## src/rtl/bfr_pkg.sv

```systemverilog
// Package for the boundary flux residual block: payload, register and
// microcode types, fixed-point constants and the sequencer microprogram.
// No dependencies.
package bfr_pkg;

   localparam int unsigned CELLS_DEF = 1024;
   localparam int unsigned IDX_W     = 10;
   localparam int unsigned DATA_W    = 32;
   localparam int unsigned PC_W      = 7;
   localparam int unsigned CSR_IDX_W = 3;

   // One half in Q11.20.
   localparam logic signed [DATA_W-1:0] Q_HALF = 32'sd524288;

   // Configuration register indexes.
   localparam logic [CSR_IDX_W-1:0] REG_GAMMA_M1  = 3'd0;
   localparam logic [CSR_IDX_W-1:0] REG_DISS_GAIN = 3'd1;
   localparam logic [CSR_IDX_W-1:0] REG_FREE_RHO  = 3'd2;
   localparam logic [CSR_IDX_W-1:0] REG_FREE_MX   = 3'd3;
   localparam logic [CSR_IDX_W-1:0] REG_FREE_MY   = 3'd4;
   localparam logic [CSR_IDX_W-1:0] REG_FREE_E    = 3'd5;

   typedef struct packed {
      logic signed [31:0] node_a_x;
      logic signed [31:0] node_a_y;
      logic signed [31:0] node_b_x;
      logic signed [31:0] node_b_y;
      logic        [30:0] cell_density;
      logic signed [31:0] cell_momentum_x;
      logic signed [31:0] cell_momentum_y;
      logic signed [31:0] cell_energy;
      logic signed [31:0] step_factor;
      logic               wall_edge;
      logic        [9:0]  cell_index;
   } req_type;

   typedef struct packed {
      logic        [9:0]  out_cell;
      logic signed [31:0] residual_mass;
      logic signed [31:0] residual_mom_x;
      logic signed [31:0] residual_mom_y;
      logic signed [31:0] residual_energy;
   } rsp_type;

   typedef struct packed {
      logic signed [31:0] gamma_minus_one;
      logic signed [31:0] dissipation_gain;
      logic        [30:0] free_density;
      logic signed [31:0] free_momentum_x;
      logic signed [31:0] free_momentum_y;
      logic signed [31:0] free_energy;
   } cfg_type;

   typedef enum logic [1:0] {OP_MUL, OP_ADD, OP_SUB} op_type;

   typedef enum logic [4:0] {
      SRC_AX, SRC_AY, SRC_BX, SRC_BY, SRC_Q0, SRC_Q1, SRC_Q2, SRC_Q3, SRC_ADT,
      SRC_GM1, SRC_EPS, SRC_FD, SRC_FMX, SRC_FMY, SRC_FE, SRC_HALF, SRC_RI,
      SRC_RI2, SRC_DX, SRC_DY, SRC_TA, SRC_TB, SRC_P1, SRC_V1, SRC_P2, SRC_V2,
      SRC_MU, SRC_R0, SRC_R1, SRC_R2, SRC_R3
   } src_type;

   typedef enum logic [3:0] {
      DST_DX, DST_DY, DST_TA, DST_TB, DST_P1, DST_V1, DST_P2, DST_V2, DST_MU,
      DST_R0, DST_R1, DST_R2, DST_R3
   } dst_type;

   // What follows a micro-op: the next one, a wall/far-field branch, or the end.
   typedef enum logic [1:0] {NX_STEP, NX_BRANCH, NX_END} next_type;

   typedef struct packed {
      op_type   op;
      src_type  src_a;
      src_type  src_b;
      dst_type  dst;
      next_type nxt;
   } uop_type;

   typedef enum logic [3:0] {
      ST_IDLE, ST_REDUCE, ST_READ, ST_LOAD, ST_RQ0, ST_WQ0, ST_RFD, ST_WFD,
      ST_EXEC, ST_WRITE
   } state_type;

   localparam logic [PC_W-1:0] PC_WALL = 7'd9;
   localparam logic [PC_W-1:0] PC_FAR  = 7'd13;

   function automatic uop_type mk(op_type op, src_type a, src_type b, dst_type d,
                                  next_type n);
      mk = '{op: op, src_a: a, src_b: b, dst: d, nxt: n};
   endfunction

   // Microprogram. The common part forms the edge vector and the cell
   // pressure, then branches to the wall or far-field sequence.
   function automatic uop_type uop_rom(logic [PC_W-1:0] pc);
      unique case (pc)
         7'd0:  uop_rom = mk(OP_SUB, SRC_AX,   SRC_BX,  DST_DX, NX_STEP);
         7'd1:  uop_rom = mk(OP_SUB, SRC_AY,   SRC_BY,  DST_DY, NX_STEP);
         7'd2:  uop_rom = mk(OP_MUL, SRC_Q1,   SRC_Q1,  DST_TA, NX_STEP);
         7'd3:  uop_rom = mk(OP_MUL, SRC_Q2,   SRC_Q2,  DST_TB, NX_STEP);
         7'd4:  uop_rom = mk(OP_ADD, SRC_TA,   SRC_TB,  DST_TA, NX_STEP);
         7'd5:  uop_rom = mk(OP_MUL, SRC_HALF, SRC_RI,  DST_TB, NX_STEP);
         7'd6:  uop_rom = mk(OP_MUL, SRC_TB,   SRC_TA,  DST_TA, NX_STEP);
         7'd7:  uop_rom = mk(OP_SUB, SRC_Q3,   SRC_TA,  DST_TA, NX_STEP);
         7'd8:  uop_rom = mk(OP_MUL, SRC_GM1,  SRC_TA,  DST_P1, NX_BRANCH);
         // Wall edge: pressure flux only.
         7'd9:  uop_rom = mk(OP_MUL, SRC_P1,   SRC_DY,  DST_TA, NX_STEP);
         7'd10: uop_rom = mk(OP_ADD, SRC_R1,   SRC_TA,  DST_R1, NX_STEP);
         7'd11: uop_rom = mk(OP_MUL, SRC_P1,   SRC_DX,  DST_TA, NX_STEP);
         7'd12: uop_rom = mk(OP_SUB, SRC_R2,   SRC_TA,  DST_R2, NX_END);
         // Far field: cell volume flux.
         7'd13: uop_rom = mk(OP_MUL, SRC_Q1,   SRC_DY,  DST_TA, NX_STEP);
         7'd14: uop_rom = mk(OP_MUL, SRC_Q2,   SRC_DX,  DST_TB, NX_STEP);
         7'd15: uop_rom = mk(OP_SUB, SRC_TA,   SRC_TB,  DST_TA, NX_STEP);
         7'd16: uop_rom = mk(OP_MUL, SRC_RI,   SRC_TA,  DST_V1, NX_STEP);
         // Free-stream pressure.
         7'd17: uop_rom = mk(OP_MUL, SRC_FMX,  SRC_FMX, DST_TA, NX_STEP);
         7'd18: uop_rom = mk(OP_MUL, SRC_FMY,  SRC_FMY, DST_TB, NX_STEP);
         7'd19: uop_rom = mk(OP_ADD, SRC_TA,   SRC_TB,  DST_TA, NX_STEP);
         7'd20: uop_rom = mk(OP_MUL, SRC_HALF, SRC_RI2, DST_TB, NX_STEP);
         7'd21: uop_rom = mk(OP_MUL, SRC_TB,   SRC_TA,  DST_TA, NX_STEP);
         7'd22: uop_rom = mk(OP_SUB, SRC_FE,   SRC_TA,  DST_TA, NX_STEP);
         7'd23: uop_rom = mk(OP_MUL, SRC_GM1,  SRC_TA,  DST_P2, NX_STEP);
         // Free-stream volume flux and dissipation factor.
         7'd24: uop_rom = mk(OP_MUL, SRC_FMX,  SRC_DY,  DST_TA, NX_STEP);
         7'd25: uop_rom = mk(OP_MUL, SRC_FMY,  SRC_DX,  DST_TB, NX_STEP);
         7'd26: uop_rom = mk(OP_SUB, SRC_TA,   SRC_TB,  DST_TA, NX_STEP);
         7'd27: uop_rom = mk(OP_MUL, SRC_RI2,  SRC_TA,  DST_V2, NX_STEP);
         7'd28: uop_rom = mk(OP_MUL, SRC_ADT,  SRC_EPS, DST_MU, NX_STEP);
         // Mass.
         7'd29: uop_rom = mk(OP_MUL, SRC_V1,   SRC_Q0,  DST_TA, NX_STEP);
         7'd30: uop_rom = mk(OP_MUL, SRC_V2,   SRC_FD,  DST_TB, NX_STEP);
         7'd31: uop_rom = mk(OP_ADD, SRC_TA,   SRC_TB,  DST_TA, NX_STEP);
         7'd32: uop_rom = mk(OP_MUL, SRC_HALF, SRC_TA,  DST_TA, NX_STEP);
         7'd33: uop_rom = mk(OP_SUB, SRC_Q0,   SRC_FD,  DST_TB, NX_STEP);
         7'd34: uop_rom = mk(OP_MUL, SRC_MU,   SRC_TB,  DST_TB, NX_STEP);
         7'd35: uop_rom = mk(OP_ADD, SRC_TA,   SRC_TB,  DST_TA, NX_STEP);
         7'd36: uop_rom = mk(OP_ADD, SRC_R0,   SRC_TA,  DST_R0, NX_STEP);
         // X momentum.
         7'd37: uop_rom = mk(OP_MUL, SRC_V1,   SRC_Q1,  DST_TA, NX_STEP);
         7'd38: uop_rom = mk(OP_MUL, SRC_P1,   SRC_DY,  DST_TB, NX_STEP);
         7'd39: uop_rom = mk(OP_ADD, SRC_TA,   SRC_TB,  DST_TA, NX_STEP);
         7'd40: uop_rom = mk(OP_MUL, SRC_V2,   SRC_FMX, DST_TB, NX_STEP);
         7'd41: uop_rom = mk(OP_ADD, SRC_TA,   SRC_TB,  DST_TA, NX_STEP);
         7'd42: uop_rom = mk(OP_MUL, SRC_P2,   SRC_DY,  DST_TB, NX_STEP);
         7'd43: uop_rom = mk(OP_ADD, SRC_TA,   SRC_TB,  DST_TA, NX_STEP);
         7'd44: uop_rom = mk(OP_MUL, SRC_HALF, SRC_TA,  DST_TA, NX_STEP);
         7'd45: uop_rom = mk(OP_SUB, SRC_Q1,   SRC_FMX, DST_TB, NX_STEP);
         7'd46: uop_rom = mk(OP_MUL, SRC_MU,   SRC_TB,  DST_TB, NX_STEP);
         7'd47: uop_rom = mk(OP_ADD, SRC_TA,   SRC_TB,  DST_TA, NX_STEP);
         7'd48: uop_rom = mk(OP_ADD, SRC_R1,   SRC_TA,  DST_R1, NX_STEP);
         // Y momentum.
         7'd49: uop_rom = mk(OP_MUL, SRC_V1,   SRC_Q2,  DST_TA, NX_STEP);
         7'd50: uop_rom = mk(OP_MUL, SRC_P1,   SRC_DX,  DST_TB, NX_STEP);
         7'd51: uop_rom = mk(OP_SUB, SRC_TA,   SRC_TB,  DST_TA, NX_STEP);
         7'd52: uop_rom = mk(OP_MUL, SRC_V2,   SRC_FMY, DST_TB, NX_STEP);
         7'd53: uop_rom = mk(OP_ADD, SRC_TA,   SRC_TB,  DST_TA, NX_STEP);
         7'd54: uop_rom = mk(OP_MUL, SRC_P2,   SRC_DX,  DST_TB, NX_STEP);
         7'd55: uop_rom = mk(OP_SUB, SRC_TA,   SRC_TB,  DST_TA, NX_STEP);
         7'd56: uop_rom = mk(OP_MUL, SRC_HALF, SRC_TA,  DST_TA, NX_STEP);
         7'd57: uop_rom = mk(OP_SUB, SRC_Q2,   SRC_FMY, DST_TB, NX_STEP);
         7'd58: uop_rom = mk(OP_MUL, SRC_MU,   SRC_TB,  DST_TB, NX_STEP);
         7'd59: uop_rom = mk(OP_ADD, SRC_TA,   SRC_TB,  DST_TA, NX_STEP);
         7'd60: uop_rom = mk(OP_ADD, SRC_R2,   SRC_TA,  DST_R2, NX_STEP);
         // Energy.
         7'd61: uop_rom = mk(OP_ADD, SRC_Q3,   SRC_P1,  DST_TA, NX_STEP);
         7'd62: uop_rom = mk(OP_MUL, SRC_V1,   SRC_TA,  DST_TA, NX_STEP);
         7'd63: uop_rom = mk(OP_ADD, SRC_FE,   SRC_P2,  DST_TB, NX_STEP);
         7'd64: uop_rom = mk(OP_MUL, SRC_V2,   SRC_TB,  DST_TB, NX_STEP);
         7'd65: uop_rom = mk(OP_ADD, SRC_TA,   SRC_TB,  DST_TA, NX_STEP);
         7'd66: uop_rom = mk(OP_MUL, SRC_HALF, SRC_TA,  DST_TA, NX_STEP);
         7'd67: uop_rom = mk(OP_SUB, SRC_Q3,   SRC_FE,  DST_TB, NX_STEP);
         7'd68: uop_rom = mk(OP_MUL, SRC_MU,   SRC_TB,  DST_TB, NX_STEP);
         7'd69: uop_rom = mk(OP_ADD, SRC_TA,   SRC_TB,  DST_TA, NX_STEP);
         7'd70: uop_rom = mk(OP_ADD, SRC_R3,   SRC_TA,  DST_R3, NX_END);
         default: uop_rom = mk(OP_ADD, SRC_TA, SRC_TB,  DST_TA, NX_END);
      endcase
   endfunction

endpackage

```

## src/rtl/bfr_recip.sv

```systemverilog
// Restoring radix-2 reciprocal unit: floor(2^40 / d), saturated to 2^31-1.
// Uses bfr_pkg.
module bfr_recip (
   input  logic        clock,
   input  logic        reset,
   input  logic        start,
   input  logic [30:0] divisor,
   output logic        done,
   output logic [31:0] quotient
);
   import bfr_pkg::*;

   localparam int unsigned Q_W = 41;
   localparam logic [5:0] TOP_BIT = 6'(Q_W - 1);

   logic           busy_ff, busy_in;
   logic           done_ff, done_in;
   logic [5:0]     cnt_ff, cnt_in;
   logic [31:0]    rem_ff, rem_in;
   logic [Q_W-1:0] q_ff, q_in;
   logic [30:0]    div_ff, div_in;
   logic [31:0]    trial;
   logic           fits;

   // One quotient bit per cycle; the dividend has only its top bit set.
   always_comb begin
      busy_in = busy_ff;
      done_in = 1'b0;
      cnt_in  = cnt_ff;
      rem_in  = rem_ff;
      q_in    = q_ff;
      div_in  = div_ff;
      trial   = {rem_ff[30:0], (cnt_ff == TOP_BIT)};
      fits    = trial >= {1'b0, div_ff};
      if (start) begin
         busy_in = 1'b1;
         cnt_in  = TOP_BIT;
         rem_in  = '0;
         q_in    = '0;
         div_in  = divisor;
      end else if (busy_ff) begin
         rem_in = fits ? trial - {1'b0, div_ff} : trial;
         q_in   = {q_ff[Q_W-2:0], fits};
         cnt_in = cnt_ff - 6'd1;
         if (cnt_ff == 6'd0) begin
            busy_in = 1'b0;
            done_in = 1'b1;
         end
      end
   end

   always_ff @(posedge clock) begin
      if (reset) begin
         busy_ff <= 1'b0;
         done_ff <= 1'b0;
      end else begin
         busy_ff <= busy_in;
         done_ff <= done_in;
      end
      cnt_ff <= cnt_in;
      rem_ff <= rem_in;
      q_ff   <= q_in;
      div_ff <= div_in;
   end

   // A zero divisor or a quotient beyond 31 bits saturates.
   assign done     = done_ff;
   assign quotient = (div_ff == '0 || q_ff[Q_W-1:31] != '0) ? 32'h7FFF_FFFF
                                                           : {1'b0, q_ff[30:0]};

endmodule

```

## config.mk

```make
export PLATFORM = sky130hd
export DESIGN_NAME = bfr_recip
export DESIGN_NICKNAME = d
export VERILOG_FILES = /design/src/rtl/bfr_pkg.sv /design/src/rtl/bfr_recip.sv
export SDC_FILE = /design/constraint.sdc
export NUM_CORES = 1
export LEC_CHECK = 0
export BUFFER_PORTS_ARGS = -buffer_cell sky130_fd_sc_hd__clkbuf_2
export CORE_MARGIN = 8
export CORE_UTILIZATION = 40
export CTS_CLUSTER_DIAMETER = 100
export CTS_CLUSTER_SIZE = 30
export DETAILED_ROUTE_END_ITERATION = 7
export PLACE_DENSITY_LB_ADDON = 0.3
export SLEW_MARGIN = 10
export SYNTH_ARGS = -nofsm -noshare
export SYNTH_HDL_FRONTEND = slang
export SYNTH_SLANG_ARGS = --single-unit
```

## constraint.sdc

```tcl
create_clock -name clock -period 3.8 [get_ports clock]
set_input_delay 0.76 -clock clock [delete_from_list [all_inputs] [get_ports clock]]
set_output_delay 0.76 -clock clock [all_outputs]
set_load 0.005 [all_outputs]
```

==> impl_metrics.sql, run 1 <==
INSERT INTO impl_metrics (metric_group, metric, value, unit) VALUES
('yosys', 'synth-seq-area-share', '41.39', '%'),
('yosys', 'ys_ff_latch', '111', ''),
('layout', 'multiInputGateArea', '3277', 'um^2'),
('worst_setup_path', 'crit_path_start_kind', 'flop', ''),
('floorplan', 'design.core.area', '15090', 'um^2'),
('power_and_ir_drop', 'share_comb_of_total_power', '19.1', '%'),
('global_route', 'grt_pass1_wl', '22960', 'um'),
('sta', 'period_share', '93.30', '%'),
('sta', 'max_freq', '282.1', 'MHz'),
('power_and_ir_drop', 'p_leak', '3.086', 'nW'),
('yosys', 'synth_top_family_by_area', 'simple AND/OR/NAND/NOR gates', ''),
('clock_network', 'clock_tree.htree_level_count', '3', ''),
('sta', 'fin_setup_tns', '0', 'ns'),
('route', 'via_per_inst', '5.228', ''),
('worst_setup_path', 'worstPathArrival', '3.74', 'ns'),
('clock_network', 'hold_buffers', '0', ''),
('hold_path', 'timing.hold.worst_endpoint', 'cnt_ff[1]$_SDFFE_PP0P_', ''),
('clock_network', 'insertion_delay', '0.36', 'ns'),
('worst_setup_path', 'r2r_cells', '16', ''),
('clock_network', 'cts_tree', 'yes', ''),
('worst_setup_path', 'largest_stage_delay_worst_path', '0.40', 'ns'),
('hold_path', 'min_path_type', 'flop to flop', ''),
('layout', 'final_common_cell', 'nor2_1', ''),
('yosys', 'synth.area.mux_share', '9.530', '%'),
('yosys', 'async_set_or_reset_flop_fraction_in_the_synthesized_netlist', '0', '%'),
('global_route', 'initial_antenna_violation_count', '0', ''),
('worst_setup_path', 'worst_setup_path_end_kind', 'flop', ''),
('global_route', 'grt.total_usage', '14.14', '%'),
('global_route', 'globalRoute.totalOverflow', '0', ''),
('layout', 'final.fill_count', '1451', ''),
('floorplan', 'initial_core_util', '40.55', '%'),
('placed_design', 'place_congestion', '0.8561', ''),
('flow_run', 'drv.max_cap_violation_count', '0', ''),
('sta', 'worst_slew_pin_slew', '0.9703', 'ns'),
('route', 'drc_errors', '0', ''),
('clock_network', 'cts_made_buffers', '9', ''),
('layout', 'commonest_non_fill_non_tap_cells_in_the_layout', 'nor2_1, dfxtp_1, clkbuf_2, mux2i_1, inv_1', ''),
('yosys', 'syn-cell-area', '6118', 'um^2'),
('layout', 'area.growth.synth_to_final', '13.66', '%'),
('worst_setup_path', 'endpoint_required_time_on_the_critical_path', '4.00', 'ns'),
('worst_setup_path', 'r2r-start', 'cnt_ff[0]$_SDFFE_PP0P_', ''),
('power_and_ir_drop', 'switching_part_of_the_total', '29.87', '%'),
('sta', 'clock_skew', '0.009765', 'ns'),
('floorplan', 'placementRows', '45', ''),
('worst_setup_path', 'worst-path-max-fanout', '5', ''),
('route', 'avgRoutedWirePerCell', '14.63', 'um'),
('worst_setup_path', 'crit_slowest_cell', 'fa_1', ''),
('sta', 'final-max-slew-violation-count', '0', ''),
('yosys', 'number_of_instances_in_the_synthesized_netlist', '679', ''),
('sta', 'rsz0062_at_grt', 'false', ''),
('placed_design', 'detailed_place_hpwl', '10010', 'um'),
('power_and_ir_drop', 'switchingPower', '0.8510', 'mW'),
('route', 'initialDrtViolationCount', '236', ''),
('yosys', 'synth_enable_flop_cells', '31', ''),
('power_and_ir_drop', 'clock_power_share', '34.3', '%'),
('sta', 'finalCriticalPeriod', '3.545', 'ns'),
('yosys', 'synth_xor_area_share', '4.008', '%'),
('clock_network', 'clk_transition_reported_paths', '0.08', 'ns'),
('layout', 'finalNetCount', '800', ''),
('yosys', 'syn-num-nets', '746', ''),
('worst_setup_path', 'crit_path_cell_trace', 'inv_1 -> ha_1 -> nand2b_1 -> or3_1 -> ha_1 -> fa_1 -> nand2b_1 -> a21oi_2 -> o2111ai_2 -> nand2_2 -> o21ai_1 -> a21oi_4 -> buf_4 -> mux2_1 -> mux2i_1 -> a311oi_2', ''),
('power_and_ir_drop', 'power_density_of_the_placed_cells', '409.7', 'nW/um^2'),
('route', 'routed_wl', '13550', 'um'),
('yosys', 'synth_adder_area_share', '6.871', '%'),
('worst_setup_path', 'regToRegEndpoint', 'rem_ff[25]$_SDFFE_PP0P_', ''),
('yosys', 'synth_top_flop_cell', 'dfxtp_1', ''),
('yosys', 'synth_compound_gate_area_share', '15.48', '%'),
('yosys', 'synthDistinctLibCells', '56', ''),
('clock_network', 'cts_buffer_depth', '2', ''),
('run_status', 'outcome', 'complete, no violations', ''),
('hold_path', 'worst_hold_startpoint', 'cnt_ff[1]$_SDFFE_PP0P_', '');
-- power by group through the flow --
| stage | clock [mW] | combinational [mW] | sequential, mW |
|---|---|---|---|
| 2_1_floorplan | 0 | 0.428 | 1.33 |
| 3_3_place_gp | 0 | 0.528 | 1.35 |
| 3_5_place_dp | 0 | 0.535 | 1.35 |
| 4_1_cts | 1.00 | 0.538 | 1.33 |
| 5_1_grt | 1.05 | 0.610 | 1.34 |
| 6_report | 0.978 | 0.545 | 1.33 |
-- worst max-delay path by stage --
stage                     cells past startpoint                   start  slack [ns]                 endpoint
after floorplan                              15  cnt_ff[0]$_SDFFE_PP0P_        0.53  rem_ff[25]$_SDFFE_PP0P_
after global placement                       15  cnt_ff[0]$_SDFFE_PP0P_        0.26   rem_ff[0]$_SDFFE_PP0P_
after detailed placement                     15  cnt_ff[0]$_SDFFE_PP0P_        0.13   rem_ff[0]$_SDFFE_PP0P_
after CTS                                    15  cnt_ff[0]$_SDFFE_PP0P_        0.09   rem_ff[0]$_SDFFE_PP0P_
after global routing                         15  cnt_ff[0]$_SDFFE_PP0P_        0.03  rem_ff[20]$_SDFFE_PP0P_
final                                        16  cnt_ff[0]$_SDFFE_PP0P_        0.25  rem_ff[25]$_SDFFE_PP0P_
-- what timing repair did --
item,CTS,global route
resized for setup,0,5
setup endpoints to repair,0,25
buffers inserted,0,4
endpoints found under the hold margin,0,0
-- Yosys cell counts, drive strengths merged, types with 24 or more instances --
master | instances | area, um^2
o21ai | 30 | 150.1
ha | 32 | 400.4
a211oi | 25 | 187.7
or2 | 31 | 193.9
inv | 46 | 172.7
a21oi | 42 | 221.5
mux2i | 56 | 560.5
dfxtp | 80 | 1602
clkbuf | 24 | 90.09
nor2 | 92 | 345.3
nand2 | 38 | 142.6
edfxtp | 31 | 930.9
-- metal layers --
layer	track usage [%]	wire, um
met2	23.57	6467
met4	5.371	273
met3	3.933	559
met5	0	0
met1	17.02	6247
-- layout make-up --
| class | instances | share of cell area (%) |
|---|---|---|
| Clock inverter | 6 | 1.044 |
| Multi-Input combinational cell | 488 | 47.12 |
| Sequential cell | 111 | 36.47 |
| Inverter | 46 | 2.483 |
| Tap cell | 188 | 3.383 |
| Clock buffer | 10 | 3.436 |
| Timing Repair Buffer | 77 | 6.063 |
-- worst max-delay path: cells and delay by family, from the launching register on --
| kind | cells | cell delay (ns) |
|---|---|---|
| buf+inv | 2 | 0.22 |
| compound gates | 5 | 0.77 |
| simple gates | 4 | 0.79 |
| flops | 1 | 0.34 |
| fa+ha+maj | 3 | 0.79 |
| mux | 2 | 0.48 |
-- through the flow --
stage	worst slack, ns	cells	area (um^2)	utilization [%]	total power, mW
finish	0.2547	926	6954	46.09	2.849
global route	0.03305	926	6954	46.09	2.999
CTS	0.08927	922	6908	45.78	2.867
detailed placement	0.1277	906	6596	43.71	1.888
global placement	0.2618	906	6596	43.71	1.879
floorplan	0.5337	679	6118	-	1.762
-- cell families after synthesis --
family / count (synthesis)
mux: 58
compound gates: 145
other cells: 1
flops: 111
fa+ha+maj: 33
xor+xnor: 28
buf+inv: 80
simple gates: 223
-- sequential cells by signal, summed over array words and instances (netlist names) --
register  cells
q_ff         41
div_ff       31
rem_ff       31
cnt_ff        6
busy_ff       1
done          1
Note: power is estimated with default switching activity, not from simulation.
==> run 2: changes to the inputs <==
- CELL_PAD_IN_SITES_DETAIL_PLACEMENT: not set -> 1
- CELL_PAD_IN_SITES_GLOBAL_PLACEMENT: not set -> 2
- CORE_UTILIZATION: 40 -> 37
==> run 2 against run 1 <==
Effect of this change: clock power decreased by 3.7%; via count increased by 2.3%; critical path depth decreased by 1; largest cell class unchanged; largest power group unchanged.
==> impl_metrics.sql, run 2 (synthesis gave the netlist of run 1 again) <==
INSERT INTO impl_metrics (metric_group, metric, value, unit) VALUES
('clock_network', 'cts_made_buffers', '9', ''),
('placed_design', 'place_congestion', '0.8516', ''),
('sta', 'final-max-slew-violation-count', '0', ''),
('route', 'via_per_inst', '5.179', ''),
('floorplan', 'die_area', '20910', 'um^2'),
('route', 'drt_pass1_iterations', '4', ''),
('sta', 'finalCriticalPeriod', '3.578', 'ns'),
('clock_network', 'clock-sinks', '111', ''),
('placed_design', 'detailed_place_hpwl', '12090', 'um'),
('sta', 'period_share', '94.16', '%'),
('placed_design', 'io_buf_count', '65', ''),
('layout', 'num_antenna_cells', '0', ''),
('layout', 'commonest_non_fill_non_tap_cells_in_the_layout', 'nor2_1, dfxtp_1, clkbuf_2, mux2i_1, inv_1', ''),
('worst_setup_path', 'path_delay_family', 'compound AO/OA/AOI/OAI gates', ''),
('clock_network', 'insertion_delay', '0.36', 'ns'),
('power_and_ir_drop', 'power_density_of_the_placed_cells', '407.2', 'nW/um^2'),
('sta', 'setup-violations-final', '0', ''),
('sta', 'maxSlewHeadroom', '51.60', '%'),
('route', 'initialDrtViolationCount', '194', ''),
('placed_design', 'dpl_cell_area', '6643', 'um^2'),
('layout', 'final_common_cell', 'nor2_1', ''),
('clock_network', 'cts_tree', 'yes', ''),
('global_route', 'initial_antenna_violation_count', '0', ''),
('route', 'drc_errors', '0', ''),
('layout', 'reg_top3', 'q_ff (41), div_ff (31), rem_ff (31)', ''),
('run_status', 'outcome', 'complete, no violations', ''),
('worst_setup_path', 'path_class', 'flop to flop', ''),
('sta', 'finalHoldViolCount', '0', ''),
('worst_setup_path', 'cp.buffers_inverters', '2', ''),
('route', 'avgRoutedWirePerCell', '16.81', 'um'),
('worst_setup_path', 'worst_setup_path_end_kind', 'flop', ''),
('sta', 'timing.hold.ws', '0.4997', 'ns'),
('sta', 'clock_skew', '0.009838', 'ns'),
('sta', 'worst_slew_pin_slew', '0.7260', 'ns'),
('layout', 'post_route_cells_drive_above_1_share', '17.93', '%'),
('worst_setup_path', 'largest_stage_delay_worst_path', '0.40', 'ns'),
('worst_setup_path', 'crit_path_cell_trace', 'inv_1 -> ha_1 -> nand2b_1 -> or3_1 -> ha_1 -> fa_1 -> nand2b_1 -> a21oi_2 -> o2111ai_2 -> nand2_2 -> o21ai_1 -> a21oi_4 -> buf_4 -> mux2_2 -> a211oi_1', ''),
('global_route', 'grt_start_max_net_pins', '55', ''),
('clock_network', 'cts_buffer_depth', '2', ''),
('sta', 'max_freq', '279.5', 'MHz'),
('floorplan', 'floorplan.die.width', '144.6', 'um'),
('worst_setup_path', 'crit_path_start_kind', 'flop', ''),
('hold_path', 'min_path_type', 'flop to flop', ''),
('floorplan', 'design.core.area', '16350', 'um^2'),
('route', 'detailroute.via_count', '4951', ''),
('clock_network', 'clk_root_buffer_cell', 'clkbuf_16', ''),
('power_and_ir_drop', 'power.ir.vdd_worst', '0.2143', 'mV'),
('global_route', 'grt.total_usage', '16.07', '%'),
('global_route', 'first_global_vias', '5279', ''),
('clock_network', 'clock_tree.htree_level_count', '3', ''),
('clock_network', 'hold_buffers', '0', ''),
('route', 'routed_wl', '16070', 'um'),
('floorplan', 'placementRows', '47', ''),
('layout', 'final_core_util', '42.63', '%'),
('layout', 'top_register', 'q_ff', ''),
('layout', 'finalNetCount', '798', ''),
('worst_setup_path', 'worst-path-max-fanout', '7', ''),
('layout', 'area.growth.synth_to_final', '13.91', '%'),
('route', 'final_antenna_net_count', '0', ''),
('floorplan', 'num_io_pins', '67', ''),
('sta', 'fin_setup_tns', '0', 'ns'),
('placed_design', 'dp.cells', '938', ''),
('layout', 'post_layout_nonfiller_instances', '956', ''),
('worst_setup_path', 'endpoint_required_time_on_the_critical_path', '4.08', 'ns'),
('flow_run', 'drv.max_cap_violation_count', '0', ''),
('global_route', 'globalRoute.totalOverflow', '0', ''),
('floorplan', 'initial_core_util', '37.43', '%'),
('global_route', 'grt_pass1_wl', '26720', 'um'),
('layout', 'largest_register_ffs', '41', ''),
('worst_setup_path', 'worstPathArrival', '3.86', 'ns'),
('clock_network', 'clk_transition_reported_paths', '0.08', 'ns'),
('worst_setup_path', 'crit_slowest_cell', 'fa_1', ''),
('layout', 'layout.cell_area.non_filler', '6969', 'um^2'),
('sta', 'rsz0062_at_grt', 'false', ''),
('power_and_ir_drop', 'p_leak', '3.065', 'nW'),
('floorplan', 'fp.dieH', '144.6', 'um');
run 2: changes by cell type in the layout (fill, tap and decap cells not counted), sizes merged:
cell and change:
clkbuf +1, buf -2, inv -1
run 2: per-layer routing:
| layer | vias up | part of all wire [%] | track usage (%) |
|---|---|---|---|
| met5 | - | 0 | 0 |
| met4 | 0 | 1.4 | 4.053 |
| met3 | 14 | 2.9 | 3.334 |
| met2 | 54 | 50 | 28.43 |
| met1 | 2403 | 46 | 19.40 |
| li1 | 2480 | - | - |
run 2: power by group:
group | internal [mW] | leakage [nW] | switching [mW]
Combinational | 0.232 | 1.97 | 0.328
Sequential | 1.28 | 0.955 | 0.0594
Clock | 0.461 | 0.138 | 0.481
run 2: layout make-up:
type                            count  area (um^2)
Fill cell                        1967         9379
Multi-Input combinational cell    488         3283
Sequential cell                   111         2536
Timing Repair Buffer               75        417.9
Tap cell                          220        275.3
Clock buffer                       11        232.7
Inverter                           46        172.7
Clock inverter                      5        51.30
run 2: path summary, 6_finish.rpt:
path | start | to | slack [ns] | depth (start not counted)
setup reg to reg | cnt_ff[0]$_SDFFE_PP0P_ | rem_ff[0]$_SDFFE_PP0P_ | 0.22 | 15
setup / recovery | cnt_ff[0]$_SDFFE_PP0P_ | rem_ff[0]$_SDFFE_PP0P_ | 0.22 | 15
hold reg to reg | rem_ff[26]$_SDFFE_PP0P_ | rem_ff[26]$_SDFFE_PP0P_ | 0.50 | 2
hold / removal | rem_ff[26]$_SDFFE_PP0P_ | rem_ff[26]$_SDFFE_PP0P_ | 0.50 | 2
run 2: metrics by stage:
step,worst slack [ns],power (mW)
global route,0.01768,2.994
finish,0.2221,2.838
global placement,0.2204,1.898
floorplan,0.5337,1.762
CTS,0.008289,2.872
detailed placement,0.04892,1.916
run 2: what timing repair did:
action	in CTS	in global routing
gates resized for setup	0	10
endpoints found under the hold margin	0	0
setup buffers	0	2
setup endpoints to repair	0	30
run 2: worst register-to-register path, cell delays in order (launching register included):
cell and delay [ns]:
dfxtp_1 0.34, inv_1 0.07, ha_1 0.16, nand2b_1 0.08, or3_1 0.38, ha_1 0.23
fa_1 0.40, nand2b_1 0.19, a21oi_2 0.16, o2111ai_2 0.21, nand2_2 0.14, o21ai_1 0.12
a21oi_4 0.31, buf_4 0.18, mux2_2 0.32, a211oi_1 0.21
==> run 3: changes to the inputs <==
==> constraint.sdc (replaced) <==
create_clock -name clock -period 3.8 [get_ports clock]
set_input_delay 0.19 -clock clock [delete_from_list [all_inputs] [get_ports clock]]
set_output_delay 0.19 -clock clock [all_outputs]
set_load 0.005 [all_outputs]
==> run 3 against run 2 <==
Effect of this change: core utilization rose by 1.7 points; clock-buffer cell count did not move; clock skew fell by 0.0045 ns; global-route usage increased by 0.13 points; fmax is essentially flat; critical path type unchanged; largest power group unchanged; via count increased by 1.9%; clock power grew 11%.
==> impl_metrics.sql, run 3 (synthesis gave the netlist of run 1 again) <==
INSERT INTO impl_metrics (metric_group, metric, value, unit) VALUES
('global_route', 'grt_start_max_net_pins', '55', ''),
('sta', 'timing.hold.ws', '0.007406', 'ns'),
('floorplan', 'placementRows', '47', ''),
('floorplan', 'design.core.area', '16350', 'um^2'),
('layout', 'reg_top3', 'q_ff (41), div_ff (31), rem_ff (31)', ''),
('sta', 'maxSlewHeadroom', '31.75', '%'),
('sta', 'final-max-slew-violation-count', '0', ''),
('layout', 'final.fill_count', '1970', ''),
('placed_design', 'io_buf_count', '65', ''),
('route', 'routed_wl', '16030', 'um'),
('power_and_ir_drop', 'p_seq_share', '45.1', '%'),
('route', 'initialDrtViolationCount', '211', ''),
('layout', 'num_antenna_cells', '0', ''),
('sta', 'max_freq', '279.4', 'MHz'),
('route', 'drc_errors', '0', ''),
('global_route', 'grt_pass1_wl', '27010', 'um'),
('global_route', 'globalRoute.totalOverflow', '0', ''),
('layout', 'final_common_cell', 'nor2_1', ''),
('worst_setup_path', 'worstPathArrival', '3.86', 'ns'),
('floorplan', 'fp.dieH', '144.6', 'um'),
('worst_setup_path', 'worst-path-max-fanout', '8', ''),
('placed_design', 'place_congestion', '0.8368', ''),
('sta', 'fin_setup_tns', '0', 'ns'),
('layout', 'commonest_non_fill_non_tap_cells_in_the_layout', 'nor2_1, dfxtp_1, clkbuf_2, mux2i_1, inv_1', ''),
('route', 'drt_pass1_iterations', '4', ''),
('sta', 'period_share', '94.17', '%'),
('clock_network', 'clock_tree.htree_level_count', '3', ''),
('sta', 'worst_slew_pin_slew', '1.024', 'ns'),
('sta', 'rsz0062_at_grt', 'false', ''),
('clock_network', 'clock-sinks', '111', ''),
('layout', 'post_route_cells_drive_above_1_share', '17.50', '%'),
('route', 'avgRoutedWirePerCell', '16.36', 'um'),
('floorplan', 'floorplan.die.width', '144.6', 'um'),
('run_status', 'outcome', 'complete, no violations', ''),
('layout', 'layout.area.seq', '2536', 'um^2'),
('global_route', 'grt.total_usage', '16.20', '%'),
('worst_setup_path', 'path_class', 'flop to flop', ''),
('sta', 'finalHoldViolCount', '0', ''),
('clock_network', 'clk_transition_reported_paths', '0.08', 'ns'),
('layout', 'top_register', 'q_ff', ''),
('layout', 'area.growth.synth_to_final', '18.45', '%'),
('global_route', 'first_global_vias', '5534', ''),
('power_and_ir_drop', 'share_comb_of_total_power', '19.5', '%'),
('global_route', 'initial_antenna_violation_count', '0', ''),
('sta', 'setup-violations-final', '0', ''),
('route', 'detailroute.via_count', '5043', ''),
('floorplan', 'num_io_pins', '67', ''),
('layout', 'largest_register_ffs', '41', ''),
('worst_setup_path', 'endpoint_required_time_on_the_critical_path', '4.08', 'ns'),
('route', 'via_per_inst', '5.146', ''),
('clock_network', 'cts_made_buffers', '9', ''),
('route', 'final_antenna_net_count', '0', ''),
('sta', 'clock_skew', '0.005340', 'ns'),
('sta', 'finalCriticalPeriod', '3.579', 'ns'),
('clock_network', 'cts_tree', 'yes', ''),
('power_and_ir_drop', 'internal_power', '2.107', 'mW'),
('clock_network', 'cts_buffer_depth', '2', ''),
('power_and_ir_drop', 'switching_part_of_the_total', '28.85', '%'),
('flow_run', 'drv.max_cap_violation_count', '0', ''),
('power_and_ir_drop', 'switchingPower', '0.8547', 'mW'),
('worst_setup_path', 'crit_path_start_kind', 'flop', ''),
('power_and_ir_drop', 'p_leak', '3.192', 'nW'),
('power_and_ir_drop', 'clock_power_share', '35.4', '%'),
('layout', 'multiInputGateArea', '3281', 'um^2'),
('hold_path', 'min_path_type', 'input port to flop', ''),
('floorplan', 'initial_core_util', '37.43', '%'),
('clock_network', 'insertion_delay', '0.36', 'ns'),
('placed_design', 'detailed_place_hpwl', '12040', 'um'),
('clock_network', 'clk_root_buffer_cell', 'clkbuf_16', ''),
('layout', 'finalNetCount', '822', ''),
('power_and_ir_drop', 'power_density_of_the_placed_cells', '408.8', 'nW/um^2'),
('power_and_ir_drop', 'power.ir.vdd_worst', '0.2123', 'mV'),
('worst_setup_path', 'worst_setup_path_end_kind', 'flop', ''),
('floorplan', 'die_area', '20910', 'um^2');
==> run 3: critical path, stage by stage, from the launching register on <==
cell	delay (ns)
dfxtp_1	0.34
inv_1	0.07
ha_1	0.16
nand2b_1	0.08
or3_1	0.37
ha_1	0.23
fa_1	0.40
nand2b_1	0.19
a21oi_2	0.17
o2111ai_2	0.19
nand2_1	0.16
o21ai_1	0.13
a21oi_4	0.30
buf_4	0.16
mux2_2	0.32
a211oi_1	0.21
==> run 3: metal layers <==
layer | track usage (%) | wire length [um] | vias to the layer above
met5 | 0 | 0 | -
met4 | 6.572 | 335 | 0
met3 | 2.344 | 295 | 23
met2 | 29.04 | 8199 | 51
met1 | 18.96 | 7200 | 2440
li1 | - | - | 2529
==> run 3: what timing repair did <==
item / 4_1_cts / 5_1_grt
setup endpoints to repair: 0 / 29
resized for setup: 0 / 7
hold buffers: 24 / 0
buffers inserted: 0 / 4
endpoints found under the hold margin: 24 / 0
==> run 3: power groups by stage <==
| stage | clock network [mW] | registers (mW) | logic, mW |
|---|---|---|---|
| after floorplan | 0 | 1.33 | 0.428 |
| after global placement | 0 | 1.36 | 0.537 |
| after detailed placement | 0 | 1.36 | 0.549 |
| after CTS | 1.08 | 1.34 | 0.576 |
| after global routing | 1.11 | 1.35 | 0.645 |
| final | 1.05 | 1.34 | 0.579 |
==> run 3: area by class of cell <==
type | count | share of cell area [%]
Sequential cell | 111 | 35.00
Multi-Input combinational cell | 488 | 45.27
Timing Repair Buffer | 99 | 8.978
Clock buffer | 11 | 3.643
Tap cell | 220 | 3.798
Clock inverter | 5 | 0.9323
Inverter | 46 | 2.383
==> run 3: final timing paths <==
kind | startpoint | end | slack [ns] | depth (start not counted)
worst min register to register | rem_ff[26]$_SDFFE_PP0P_ | rem_ff[26]$_SDFFE_PP0P_ | 0.50 | 2
worst max-delay path | cnt_ff[0]$_SDFFE_PP0P_ | rem_ff[0]$_SDFFE_PP0P_ | 0.22 | 15
worst max register to register | cnt_ff[0]$_SDFFE_PP0P_ | rem_ff[0]$_SDFFE_PP0P_ | 0.22 | 15
worst min-delay path | divisor[29] | div_ff[29]$_DFFE_PP_ | 0.007 | 1
==> run 3: metrics by stage <==
| step | power [mW] | setup slack (ns) | util [%] | instances | instance area, um^2 |
|---|---|---|---|---|---|
| after floorplan | 1.762 | 0.5337 | - | 679 | 6118 |
| after global placement | 1.898 | 0.2231 | 40.54 | 936 | 6628 |
| after detailed placement | 1.913 | 0.07253 | 40.54 | 936 | 6628 |
| after CTS | 2.992 | 0.02459 | 44.04 | 976 | 7199 |
| after global routing | 3.107 | 0.01008 | 44.33 | 980 | 7247 |
| final | 2.962 | 0.2215 | 44.33 | 980 | 7247 |
